--- config.mk ---
export PLATFORM = sky130hd
export DESIGN_NAME = depth_fog_pixel_blend
export DESIGN_NICKNAME = d
export VERILOG_FILES = /design/src/hw/rtl/dfpb_pkg.sv /design/src/hw/rtl/dfpb_alpha.sv /design/src/hw/rtl/depth_fog_pixel_blend.sv
export VERILOG_INCLUDE_DIRS = /design/src /design/src/hw/rtl
export SDC_FILE = /design/constraint.sdc
export NUM_CORES = 2
export LEC_CHECK = 0
export ABC_CLOCK_PERIOD_IN_PS = 10600
export BUFFER_PORTS_ARGS = -buffer_cell sky130_fd_sc_hd__buf_4
export CORE_ASPECT_RATIO = 0.5
export CORE_MARGIN = 5
export CORE_UTILIZATION = 48
export DETAILED_ROUTE_END_ITERATION = 8
export GPL_TIMING_DRIVEN = 0
export PLACE_DENSITY = 0.64
export SYNTH_ARGS = -nofsm -noshare
export SYNTH_HDL_FRONTEND = slang
export SYNTH_HIERARCHICAL = 1
export SYNTH_SLANG_ARGS = --single-unit
--- constraint.sdc ---
create_clock -name clk -period 10.6 [get_ports clk]
set_clock_uncertainty 0.1 [all_clocks]
set_input_delay 2.65 -clock clk [delete_from_list [all_inputs] [get_ports clk]]
set_output_delay 2.65 -clock clk [all_outputs]
set_load 0.005 [all_outputs]
--- src/hw/rtl/depth_fog_pixel_blend_defines.svh ---
// ----------------------------------------------------------------------------
// Depth fog pixel blend assertion macros
// Shared concurrent check forms, clocked on clk and disabled in rst.
// ----------------------------------------------------------------------------
`ifndef DEPTH_FOG_PIXEL_BLEND_DEFINES_SVH
`define DEPTH_FOG_PIXEL_BLEND_DEFINES_SVH

// same-cycle implication
`define DFPB_ASSERT_NOW(label, cond, conseq, msg) \
  label: assert property (@(posedge clk) disable iff (rst) (cond) |-> (conseq)) \
    else $error(msg);

// next-cycle implication
`define DFPB_ASSERT_NEXT(label, cond, conseq, msg) \
  label: assert property (@(posedge clk) disable iff (rst) (cond) |=> (conseq)) \
    else $error(msg);

`endif

--- src/hw/rtl/dfpb_pkg.sv ---
// ----------------------------------------------------------------------------
// Depth fog pixel blend package
// Field widths, register indexes and the configuration bundle.
// ----------------------------------------------------------------------------
package dfpb_pkg;

  localparam int PIX_W     = 32;
  localparam int WORD_W    = 32;
  localparam int DEPTH_W   = 25;
  localparam int ALPHA_W   = 8;
  localparam int LANES     = 4;
  localparam int LANE_W    = 8;
  localparam int CFG_IDX_W = 3;
  localparam int PROD_W    = WORD_W + DEPTH_W;

  typedef enum logic [CFG_IDX_W-1:0] {
    CFG_FOG_ON      = 3'd0,
    CFG_NEAR        = 3'd1,
    CFG_FOG_START   = 3'd2,
    CFG_CLEAR_DEPTH = 3'd3,
    CFG_FOG_RGBA    = 3'd4
  } cfg_idx_t;

  typedef struct packed {
    logic               fog_on;
    logic [WORD_W-1:0]  near_scaled;
    logic [WORD_W-1:0]  fog_start_scaled;
    logic [DEPTH_W-1:0] clear_depth;
    logic [WORD_W-1:0]  fog_rgba;
  } cfg_t;

endpackage

--- src/hw/rtl/dfpb_alpha.sv ---
// ----------------------------------------------------------------------------
// Fog factor pipeline
// Seven stages: multiply, subtract, then a restoring quotient of 8 bits with
// saturation, up to two bits per stage, carrying the pixel alongside.
// ----------------------------------------------------------------------------
`include "depth_fog_pixel_blend_defines.svh"

module dfpb_alpha #(
  parameter int DEPTH_FRAC_BITS = 24
) (
  input  logic                           clk,
  input  logic                           rst,
  input  dfpb_pkg::cfg_t                 cfg,
  input  logic                           in_valid,
  output logic                           in_ready,
  input  logic [dfpb_pkg::PIX_W-1:0]     pixel_in,
  input  logic [dfpb_pkg::DEPTH_W-1:0]   depth_in,
  output logic                           out_valid,
  input  logic                           out_ready,
  output logic [dfpb_pkg::PIX_W-1:0]     pixel,
  output logic                           blend,
  output logic [dfpb_pkg::ALPHA_W-1:0]   alpha
);
  import dfpb_pkg::*;

  localparam int NSTG   = 7;
  localparam int NUM_W  = WORD_W + DEPTH_FRAC_BITS;
  localparam int X_W    = (NUM_W > PROD_W) ? NUM_W : PROD_W;
  localparam int DIFF_W = X_W + 1;

  typedef struct packed {
    logic           q;
    logic [X_W-1:0] r;
  } step_t;

  function automatic step_t div_step(logic [X_W-1:0] x, logic [DEPTH_W-1:0] d,
                                     int unsigned sh);
    logic [X_W-1:0] dv;
    step_t          s;
    dv = X_W'(d) << sh;
    if (x >= dv) begin
      s.q = 1'b1;
      s.r = x - dv;
    end else begin
      s.q = 1'b0;
      s.r = x;
    end
    return s;
  endfunction

  logic [NSTG:1]      v;
  logic [NSTG+1:1]    en;
  logic [PIX_W-1:0]   pix_s   [1:NSTG];
  logic               blend_s [1:NSTG];
  logic [DEPTH_W-1:0] d_s     [1:NSTG-1];

  logic [PROD_W-1:0]  prod1;
  logic [X_W-1:0]     x2, x3, x4, x5, x6;
  logic               neg2, neg3, neg4, neg5, neg6;
  logic               sat3, sat4, sat5, sat6;
  logic [ALPHA_W-1:0] q3, q4, q5, q6;
  logic [ALPHA_W-1:0] alpha7;

  logic [NUM_W-1:0]   num;
  logic [DIFF_W-1:0]  diff;
  step_t              s7, s6, s5, s4, s3, s2, s1, s0;

  always_comb begin
    en[NSTG+1] = out_ready;
    for (int k = NSTG; k >= 1; k--) begin
      en[k] = !v[k] || en[k+1];
    end
  end

  assign in_ready = en[1];

  always_comb begin
    num  = {cfg.near_scaled, {DEPTH_FRAC_BITS{1'b0}}};
    diff = DIFF_W'(num) - DIFF_W'(prod1);
    s7   = div_step(x2, d_s[2], 15);
    s6   = div_step(x3, d_s[3], 14);
    s5   = div_step(s6.r, d_s[3], 13);
    s4   = div_step(x4, d_s[4], 12);
    s3   = div_step(s4.r, d_s[4], 11);
    s2   = div_step(x5, d_s[5], 10);
    s1   = div_step(s2.r, d_s[5], 9);
    s0   = div_step(x6, d_s[6], 8);
  end

  always_ff @(posedge clk) begin
    if (rst) begin
      v <= '0;
    end else begin
      if (en[1]) begin
        v[1] <= in_valid;
      end
      for (int k = 2; k <= NSTG; k++) begin
        if (en[k]) begin
          v[k] <= v[k-1];
        end
      end
    end
  end

  always_ff @(posedge clk) begin
    if (en[1]) begin
      pix_s[1]   <= pixel_in;
      blend_s[1] <= cfg.fog_on && (depth_in > cfg.clear_depth);
      d_s[1]     <= depth_in;
      prod1      <= PROD_W'(cfg.fog_start_scaled) * PROD_W'(depth_in);
    end
    for (int k = 2; k <= NSTG; k++) begin
      if (en[k]) begin
        pix_s[k]   <= pix_s[k-1];
        blend_s[k] <= blend_s[k-1];
      end
    end
    for (int k = 2; k <= NSTG - 1; k++) begin
      if (en[k]) begin
        d_s[k] <= d_s[k-1];
      end
    end
    if (en[2]) begin
      neg2 <= diff[DIFF_W-1];
      x2   <= diff[X_W-1:0];
    end
    if (en[3]) begin
      neg3 <= neg2;
      sat3 <= x2 >= (X_W'(d_s[2]) << 16);
      q3   <= {s7.q, 7'b0};
      x3   <= s7.r;
    end
    if (en[4]) begin
      neg4 <= neg3;
      sat4 <= sat3;
      q4   <= {q3[7], s6.q, s5.q, 5'b0};
      x4   <= s5.r;
    end
    if (en[5]) begin
      neg5 <= neg4;
      sat5 <= sat4;
      q5   <= {q4[7:5], s4.q, s3.q, 3'b0};
      x5   <= s3.r;
    end
    if (en[6]) begin
      neg6 <= neg5;
      sat6 <= sat5;
      q6   <= {q5[7:3], s2.q, s1.q, 1'b0};
      x6   <= s1.r;
    end
    if (en[7]) begin
      if (neg6) begin
        alpha7 <= '0;
      end else if (sat6) begin
        alpha7 <= '1;
      end else begin
        alpha7 <= {q6[7:1], s0.q};
      end
    end
  end

  assign out_valid = v[NSTG];
  assign pixel     = pix_s[NSTG];
  assign blend     = blend_s[NSTG];
  assign alpha     = alpha7;

  `DFPB_ASSERT_NEXT(a_neg_zero, v[6] && en[7] && neg6, alpha7 == '0, "negative factor not zero")
  `DFPB_ASSERT_NEXT(a_sat_full, v[6] && en[7] && !neg6 && sat6, alpha7 == '1, "saturation lost")
  `DFPB_ASSERT_NOW(a_rem_bound, v[3] && !neg3 && !sat3, x3 < (X_W'(d_s[3]) << 15), "remainder out of range")
  `DFPB_ASSERT_NEXT(a_hold, v[NSTG] && !out_ready, v[NSTG] && $stable(alpha7), "stalled factor moved")

endmodule

--- src/hw/rtl/depth_fog_pixel_blend.sv ---
// ----------------------------------------------------------------------------
// Depth fog pixel blend
// Linear depth fog applied to a stream of pixels with their depth values.
// ----------------------------------------------------------------------------
// One pixel is taken every cycle while in_ready is high. It passes the fog
// factor pipeline (a 32x25 multiply, a wide subtract, and a restoring
// quotient resolved up to two bits per stage), then the lane blend in the
// output register. Stalls on the output fill bubbles first, so input keeps
// moving while a result waits. Configuration writes are always taken
// (cfg_ready is high) and must be made while no pixel is in flight.
module depth_fog_pixel_blend #(
  parameter int DEPTH_FRAC_BITS = 24
) (
  input  logic                             clk,
  input  logic                             rst,
  input  logic                             cfg_valid,
  output logic                             cfg_ready,
  input  logic [dfpb_pkg::CFG_IDX_W-1:0]   cfg_index,
  input  logic [dfpb_pkg::WORD_W-1:0]      cfg_data,
  input  logic                             in_valid,
  output logic                             in_ready,
  input  logic [dfpb_pkg::PIX_W-1:0]       pixel_in,
  input  logic [dfpb_pkg::DEPTH_W-1:0]     depth_in,
  output logic                             out_valid,
  input  logic                             out_ready,
  output logic [dfpb_pkg::PIX_W-1:0]       pixel_out,
  output logic                             written
);
  import dfpb_pkg::*;

  cfg_t               cfg;
  logic               a_valid;
  logic               a_ready;
  logic [PIX_W-1:0]   a_pixel;
  logic               a_blend;
  logic [ALPHA_W-1:0] a_alpha;
  logic [PIX_W-1:0]   blended;
  logic               out_en;

  assign cfg_ready = 1'b1;

  always_ff @(posedge clk) begin
    if (rst) begin
      cfg <= '0;
    end else if (cfg_valid && cfg_ready) begin
      case (cfg_idx_t'(cfg_index))
        CFG_FOG_ON:      cfg.fog_on           <= cfg_data[0];
        CFG_NEAR:        cfg.near_scaled      <= cfg_data;
        CFG_FOG_START:   cfg.fog_start_scaled <= cfg_data;
        CFG_CLEAR_DEPTH: cfg.clear_depth      <= cfg_data[DEPTH_W-1:0];
        CFG_FOG_RGBA:    cfg.fog_rgba         <= cfg_data;
        default: begin
        end
      endcase
    end
  end

  dfpb_alpha #(
    .DEPTH_FRAC_BITS(DEPTH_FRAC_BITS)
  ) u_alpha (
    .clk       (clk),
    .rst       (rst),
    .cfg       (cfg),
    .in_valid  (in_valid),
    .in_ready  (in_ready),
    .pixel_in  (pixel_in),
    .depth_in  (depth_in),
    .out_valid (a_valid),
    .out_ready (a_ready),
    .pixel     (a_pixel),
    .blend     (a_blend),
    .alpha     (a_alpha)
  );

  always_comb begin
    logic [2*LANE_W-1:0] acc;
    logic [LANE_W-1:0]   inv;
    inv = 8'hFF - a_alpha;
    for (int i = 0; i < LANES; i++) begin
      acc = 16'(cfg.fog_rgba[LANE_W*i +: LANE_W]) * 16'(a_alpha)
          + 16'(a_pixel[LANE_W*i +: LANE_W]) * 16'(inv);
      blended[LANE_W*i +: LANE_W] = acc[2*LANE_W-1:LANE_W];
    end
  end

  assign out_en  = !out_valid || out_ready;
  assign a_ready = out_en;

  always_ff @(posedge clk) begin
    if (rst) begin
      out_valid <= 1'b0;
    end else if (out_en) begin
      out_valid <= a_valid;
    end
  end

  always_ff @(posedge clk) begin
    if (out_en) begin
      pixel_out <= a_blend ? blended : a_pixel;
      written   <= a_blend;
    end
  end

endmodule
Yosys cells after proc, flatten, opt, wreduce, memory -nomap -nowiden
Memories as Yosys holds them, arrays and structs flattened. Index checks and enable logic that the tools add are counted. W data, S select, Z words.

Bits in latches: 0. Memory bits (writable): 381. ROM bits: 0. Input bits: 97. Output and inout port bits: 36. Register bits: 538. Word-level logic and storage cells: 122. Memories: 3.

Add/sub/neg operators: 14. Equality and inequality tests: 4. Bitwise logic cells: 0. Reduce and logical (&&, ||, !) cells: 23. Order comparisons: 10. Shift operators: 0. Div/mod/pow operators: 0. Mux-type cells: 24. Multiply operators: 9.

Memory list: u_alpha.pix_s (depth 7, bits a word 32, rd ports 7, clocked after Yosys merged registers in 0, write ports 7, RTL line dfpb_alpha.sv:53) `logic [PIX_W-1:0] pix_s [1:NSTG];`; u_alpha.d_s (depth 6, bits a word 25, rd ports 6, clocked after Yosys merged registers in 0, write ports 6, RTL line dfpb_alpha.sv:55) `logic [DEPTH_W-1:0] d_s [1:NSTG-1];`; u_alpha.blend_s (depth 7, bits a word 1, rd ports 7, clocked after Yosys merged registers in 0, write ports 7, RTL line dfpb_alpha.sv:54) `logic blend_s [1:NSTG];`.

Operators by type and width (count): $mux W58 (8); $mul A8 B8 Y16 (8); $add A16 B16 Y16 (4); $sub A56 B57 Y58 (1); $ge A57 B33 Y1 (1); $ge A57 B34 Y1 (1); $ge A57 B35 Y1 (1); $ge A57 B36 Y1 (1); $ge A57 B37 Y1 (1); $ge A57 B38 Y1 (1); $ge A57 B39 Y1 (1); $ge A57 B40 Y1 (1); $ge A57 B41 Y1 (1); $mul A32 B25 Y57 (1); $sub A57 B33 Y57 (1); $sub A57 B34 Y57 (1); $sub A57 B35 Y57 (1); $sub A57 B36 Y57 (1); $sub A57 B37 Y57 (1); $sub A57 B38 Y57 (1); $sub A57 B39 Y57 (1); $sub A57 B40 Y57 (1); $mux W32 (1); $gt A25 B25 Y1 (1); 11 further kinds (43).

Depth between registers and ports, before layout
Word-level depth: 11. Mapped depth: 29. Mapped depth without buffers: 27.

Cells and area by module
The synthesis kept the hierarchy.

By module, submodules not included: dfpb_alpha (area each 67868.8 µm², seq. area each 22841.9 µm², instances 1, cells each 6574); depth_fog_pixel_blend (area each 22555.4 µm², seq. area each 3453.3 µm², instances 1, cells each 2556).

Worst setup path after synthesis
Ideal clock, no wire load.

Path kind: in2out. Start: input port out_ready. End: output port in_ready. Arrival: 7483 ps. Required time: 7850 ps. Stages on the path: 6. Path slack: 367 ps. Cell sequence: nand2b_1 nor2b_1 and2_1 and3_1 clkbuf_1 nand4_1.

Longest elaborated chain between the ends: 8.

Ends and longest elaborated chain: start, declared (RTL line depth_fog_pixel_blend.sv:25) `input logic out_ready,`; $logic_or A1 B1 Y1 (RTL line depth_fog_pixel_blend.sv:86) `assign out_en = !out_valid || out_ready;`; $logic_or A1 B1 Y1 (7 in series) (RTL line dfpb_alpha.sv:71) `en[k] = !v[k] || en[k+1];`; end, declared (RTL line depth_fog_pixel_blend.sv:21) `output logic in_ready,`.

No other way between the ends.

Worst setup path in the final report
Start: input port depth_in[14] in the netlist's numbering. End: register u_alpha.prod1[53], data pin.

Longest elaborated chain between the ends: 1.

Ends and longest elaborated chain: start, declared (RTL line depth_fog_pixel_blend.sv:23) `input logic [dfpb_pkg::DEPTH_W-1:0] depth_in,`; $mul A32 B25 Y57 (RTL line dfpb_alpha.sv:110) `prod1 <= PROD_W'(cfg.fog_start_scaled) * PROD_W'(depth_in);`; end signal, assigned (RTL line dfpb_alpha.sv:110); end, declared (RTL line dfpb_alpha.sv:57) `logic [PROD_W-1:0] prod1;`.

No other way between the ends. A chain may end at the register's enable or synchronous reset.

==> impl_metrics.env <==
export IMPL_outcome="finished clean"
export IMPL_route_detailed_drc=0
export IMPL_internal_power_w=0.0132
export IMPL_synth_edf_count=789
export IMPL_path_clk_slew_ns=0.06
export IMPL_drive_above_1_share_pct=5.15
export IMPL_setup_viol_count_final=0
export IMPL_globalplace_congestion=0.994
export IMPL_cts_tree="built"
export IMPL_clock_fmax_mhz=97.3
export IMPL_yosysWarnings=6
export IMPL_areaGrowthSynthToFinish_pct=8.43
export IMPL_fin_crit_sh_pct=97.0
export IMPL_critPathCaptureType="flip-flop"
export IMPL_synth_fp_nets=11000
export IMPL_leakagePower_nw=44.0
export IMPL_rows=112
export IMPL_rsz0062_at_grt="no"
export IMPL_max_cap_viol_count=0
export IMPL_drt_iter0_markers=5625
export IMPL_track_usage_pct=27.0
export IMPL_fin_area_sq_mm=0.0981
export IMPL_crit_path_start_kind="primary input"
export IMPL_ant_nets=0
export IMPL_cp_data_required_time_ns=10.99
export IMPL_die_h_microns=317
export IMPL_hp_class="flip-flop to flip-flop"
export IMPL_crit_start="depth_in[14]"
export IMPL_powerDensity_mw_per_mm2=245
export IMPL_finalCriticalPeriod_ns=10.28
export IMPL_place_inst=11800
export IMPL_synth_seq_cells=919
export IMPL_synth_ff_type="edfxtp_1"
export IMPL_r2r_end="u_alpha/prod1[53]"
export IMPL_slew_headroom_pct=16.9
export IMPL_rrSetupSlack_ns=1.44
export IMPL_dpl_hpwl_microns=217000
export IMPL_cts_buffers=92
export IMPL_routed_wl_microns=267000
export IMPL_final_nets=11300
export IMPL_grt_pass1_wl_microns=402000
export IMPL_insertion_delay_ns=0.75
export IMPL_cts_max_level=3
export IMPL_reg2reg_from="cfg[78]"
export IMPL_avgRoutedWirePerCell_microns=22.4
export IMPL_clk_path_buf_depth=3
export IMPL_final_cells=12000
export IMPL_placed_cell_area_sq_mm=0.0949
export IMPL_worst_ep_arrival_time_ns=10.66
export IMPL_grt_max_degree=94
export IMPL_worstSetupPathType="primary input to flip-flop"
export IMPL_cts_root_buf="clkbuf_16"
export IMPL_r2r_cells=25
export IMPL_tightest_slew_ns=1.25
export IMPL_final_hold_violation_count=0
export IMPL_ctsHoldBuffers=0
export IMPL_cts_sinks=919
export IMPL_boundaryPins=133
export IMPL_synth_cell_types=106
export IMPL_postSynthAreaPerCell_sq_um=9.90
export IMPL_switching_share_pct=45.1
export IMPL_initial_core_util_pct=48.4
export IMPL_num_vias=65400
export IMPL_fin_util_pct=52.5
export IMPL_clkPwrFrac_pct=13.8
export IMPL_crit_fanout=10
export IMPL_pwr_share_seq_pct=22.7
export IMPL_fp_dieArea_sq_mm=0.198
export IMPL_dr_pass1_iters=7
export IMPL_switchingPower_w=0.0108
export IMPL_antenna_found_initial=20
export IMPL_port_buffers=131
export IMPL_final_max_slew_violation_count=0
export IMPL_overflow=0
export IMPL_syn_area_sq_mm=0.0904
export IMPL_synth_async_reset_ratio_pct=0
export IMPL_dieWidth_microns=624
export IMPL_via_per_inst=5.47
export IMPL_fill_cells=17000
export IMPL_min_to="u_alpha/pix_s[0][163]"
export IMPL_hold_depth=0
export IMPL_core_area_sq_mm=0.187
export IMPL_ys_seq_area_share_pct=29.1
export IMPL_vdd_drop_max_mv=0.370
export IMPL_syn_inst=9130
export IMPL_p_comb_share_pct=63.5
export IMPL_hold_start="u_alpha/pix_s[0][131]"
export IMPL_grt_pass1_vias=65200
-- synthesized netlist by cell type (76+ instances only) --
library cell / number / area, sq um
a21oi_1: 487 / 2440
edfxtp_1: 789 / 23700
a21o_1: 146 / 1100
nand2_1: 1031 / 3870
clkbuf_1: 288 / 1080
nor3_1: 88 / 440
xor2_1: 126 / 1100
inv_1: 1555 / 5840
nand2b_1: 119 / 744
fa_1: 1074 / 21500
nand4_1: 84 / 526
ha_1: 715 / 8950
xnor2_1: 283 / 2480
nor2_1: 331 / 1240
o21ai_0: 204 / 1020
nor2b_1: 215 / 1350
dfxtp_1: 130 / 2600
nand3_1: 76 / 380
and2_1: 578 / 3620
-- metrics by stage --
stage	setup TNS [ns]	total power [W]	hold WS, ns	setup WS (ns)
floorplan	0	0.0170	0.300	0.367
global placement	-473.79	0.0204	0.300	-4.91
detailed placement	-4.94	0.0206	0.305	-0.951
CTS	0	0.0240	0.313	0.0483
global route	0	0.0265	0.315	0.0321
finish	0	0.0240	0.315	0.323
-- layout make-up --
class                           count  area [sq um]  share of cell area (%)
Sequential cell                   919         26300                    26.8
Inverter                         1561          5870                    5.99
Clock buffer                      115          2460                    2.51
Antenna cell                        9          22.5                  0.0230
Clock inverter                     53           631                   0.643
Multi-Input combinational cell   6285         56700                    57.9
Tap cell                         2508          3140                    3.20
Buffer                            362          1570                    1.60
Timing Repair Buffer              148          1330                    1.36
-- worst max-delay path: stages --
cell,delay (ns)
buf_4,0.26
clkbuf_1,0.62
and2_1,0.26
fa_1,0.42
inv_1,0.08
fa_1,0.43
inv_1,0.10
fa_1,0.44
fa_1,0.70
fa_1,0.48
fa_1,0.49
inv_1,0.05
fa_1,0.48
inv_1,0.04
ha_1,0.35
a21o_1,0.21
a211oi_1,0.28
o41ai_1,0.12
a221oi_1,0.61
o31ai_1,0.23
o21ai_1,0.39
o41ai_1,0.18
o41ai_2,0.40
o21bai_1,0.12
a21oi_1,0.19
xnor2_1,0.08
-- cell families (layout without fill, tap and decap cells) --
family / count (synthesis) / in the layout / share of synthesized area (%)
simple gates: 2814 / 2814 / 16.0
buf+inv: 1926 / 2239 / 8.22
fa+ha+maj: 1789 / 1789 / 33.7
compound gates: 1222 / 1222 / 8.46
flops: 919 / 919 / 29.1
xor+xnor: 409 / 409 / 3.96
mux: 50 / 50 / 0.652
other cells: 1 / 10 / 0.00415
-- layout by cell type (no fill, tap or decap), types with 165 or more instances in the layout --
| cell | n |
|---|---|
| xnor2_1 | 283 |
| ha_1 | 715 |
| nor2_1 | 331 |
| and2_1 | 578 |
| a21oi_1 | 487 |
| nand2_1 | 1029 |
| nor2b_1 | 215 |
| o21ai_0 | 203 |
| edfxtp_1 | 789 |
| buf_4 | 165 |
| clkbuf_1 | 294 |
| inv_1 | 1552 |
| fa_1 | 1074 |
-- sequential cells by signal (all words and copies together), names as in the netlist, 57 cells and up --
register	count
cfg	122
u_alpha/d_s	150
u_alpha/pix_s	224
u_alpha/prod1	57
u_alpha/x2	57
u_alpha/x3	57
u_alpha/x4	57
u_alpha/x5	57
u_alpha/x6	57
-- power groups by stage --
stage	Clock (W)	Combinational [W]	Sequential (W)
after detailed placement	0	0.0150	0.00552
after CTS	0.00340	0.0152	0.00545
after global placement	0	0.0149	0.00551
after global routing	0.00355	0.0174	0.00552
final	0.00331	0.0152	0.00546
after floorplan	0	0.0118	0.00527
-- worst max-delay path by stage --
stage                        endpoint  slack [ns]  cells after the start
floorplan                    in_ready        0.37                      6
global placement             in_ready       -4.91                      8
detailed placement  u_alpha/prod1[53]       -0.95                     26
CTS                 u_alpha/prod1[53]        0.05                     26
global route        u_alpha/prod1[53]        0.03                     27
finish              u_alpha/prod1[53]        0.32                     26
-- what timing repair did --
action,CTS,global route
cloned,0,0
buffers inserted,0,0
resized for setup,7,4
endpoints found under the setup margin,2,3
-- per-layer routing --
metal | part of all wire (%) | GRT usage, % | vias up | routed length [microns]
met4 | 4.0 | 9.19 | 2 | 10700
li1 | - | - | 30100 | -
met2 | 42 | 40.6 | 2549 | 112000
met5 | 0.0041 | 0 | - | 11
met3 | 9.1 | 6.12 | 508 | 24400
met1 | 45 | 38.9 | 32200 | 120000
Power figures use the tool's default switching activity.
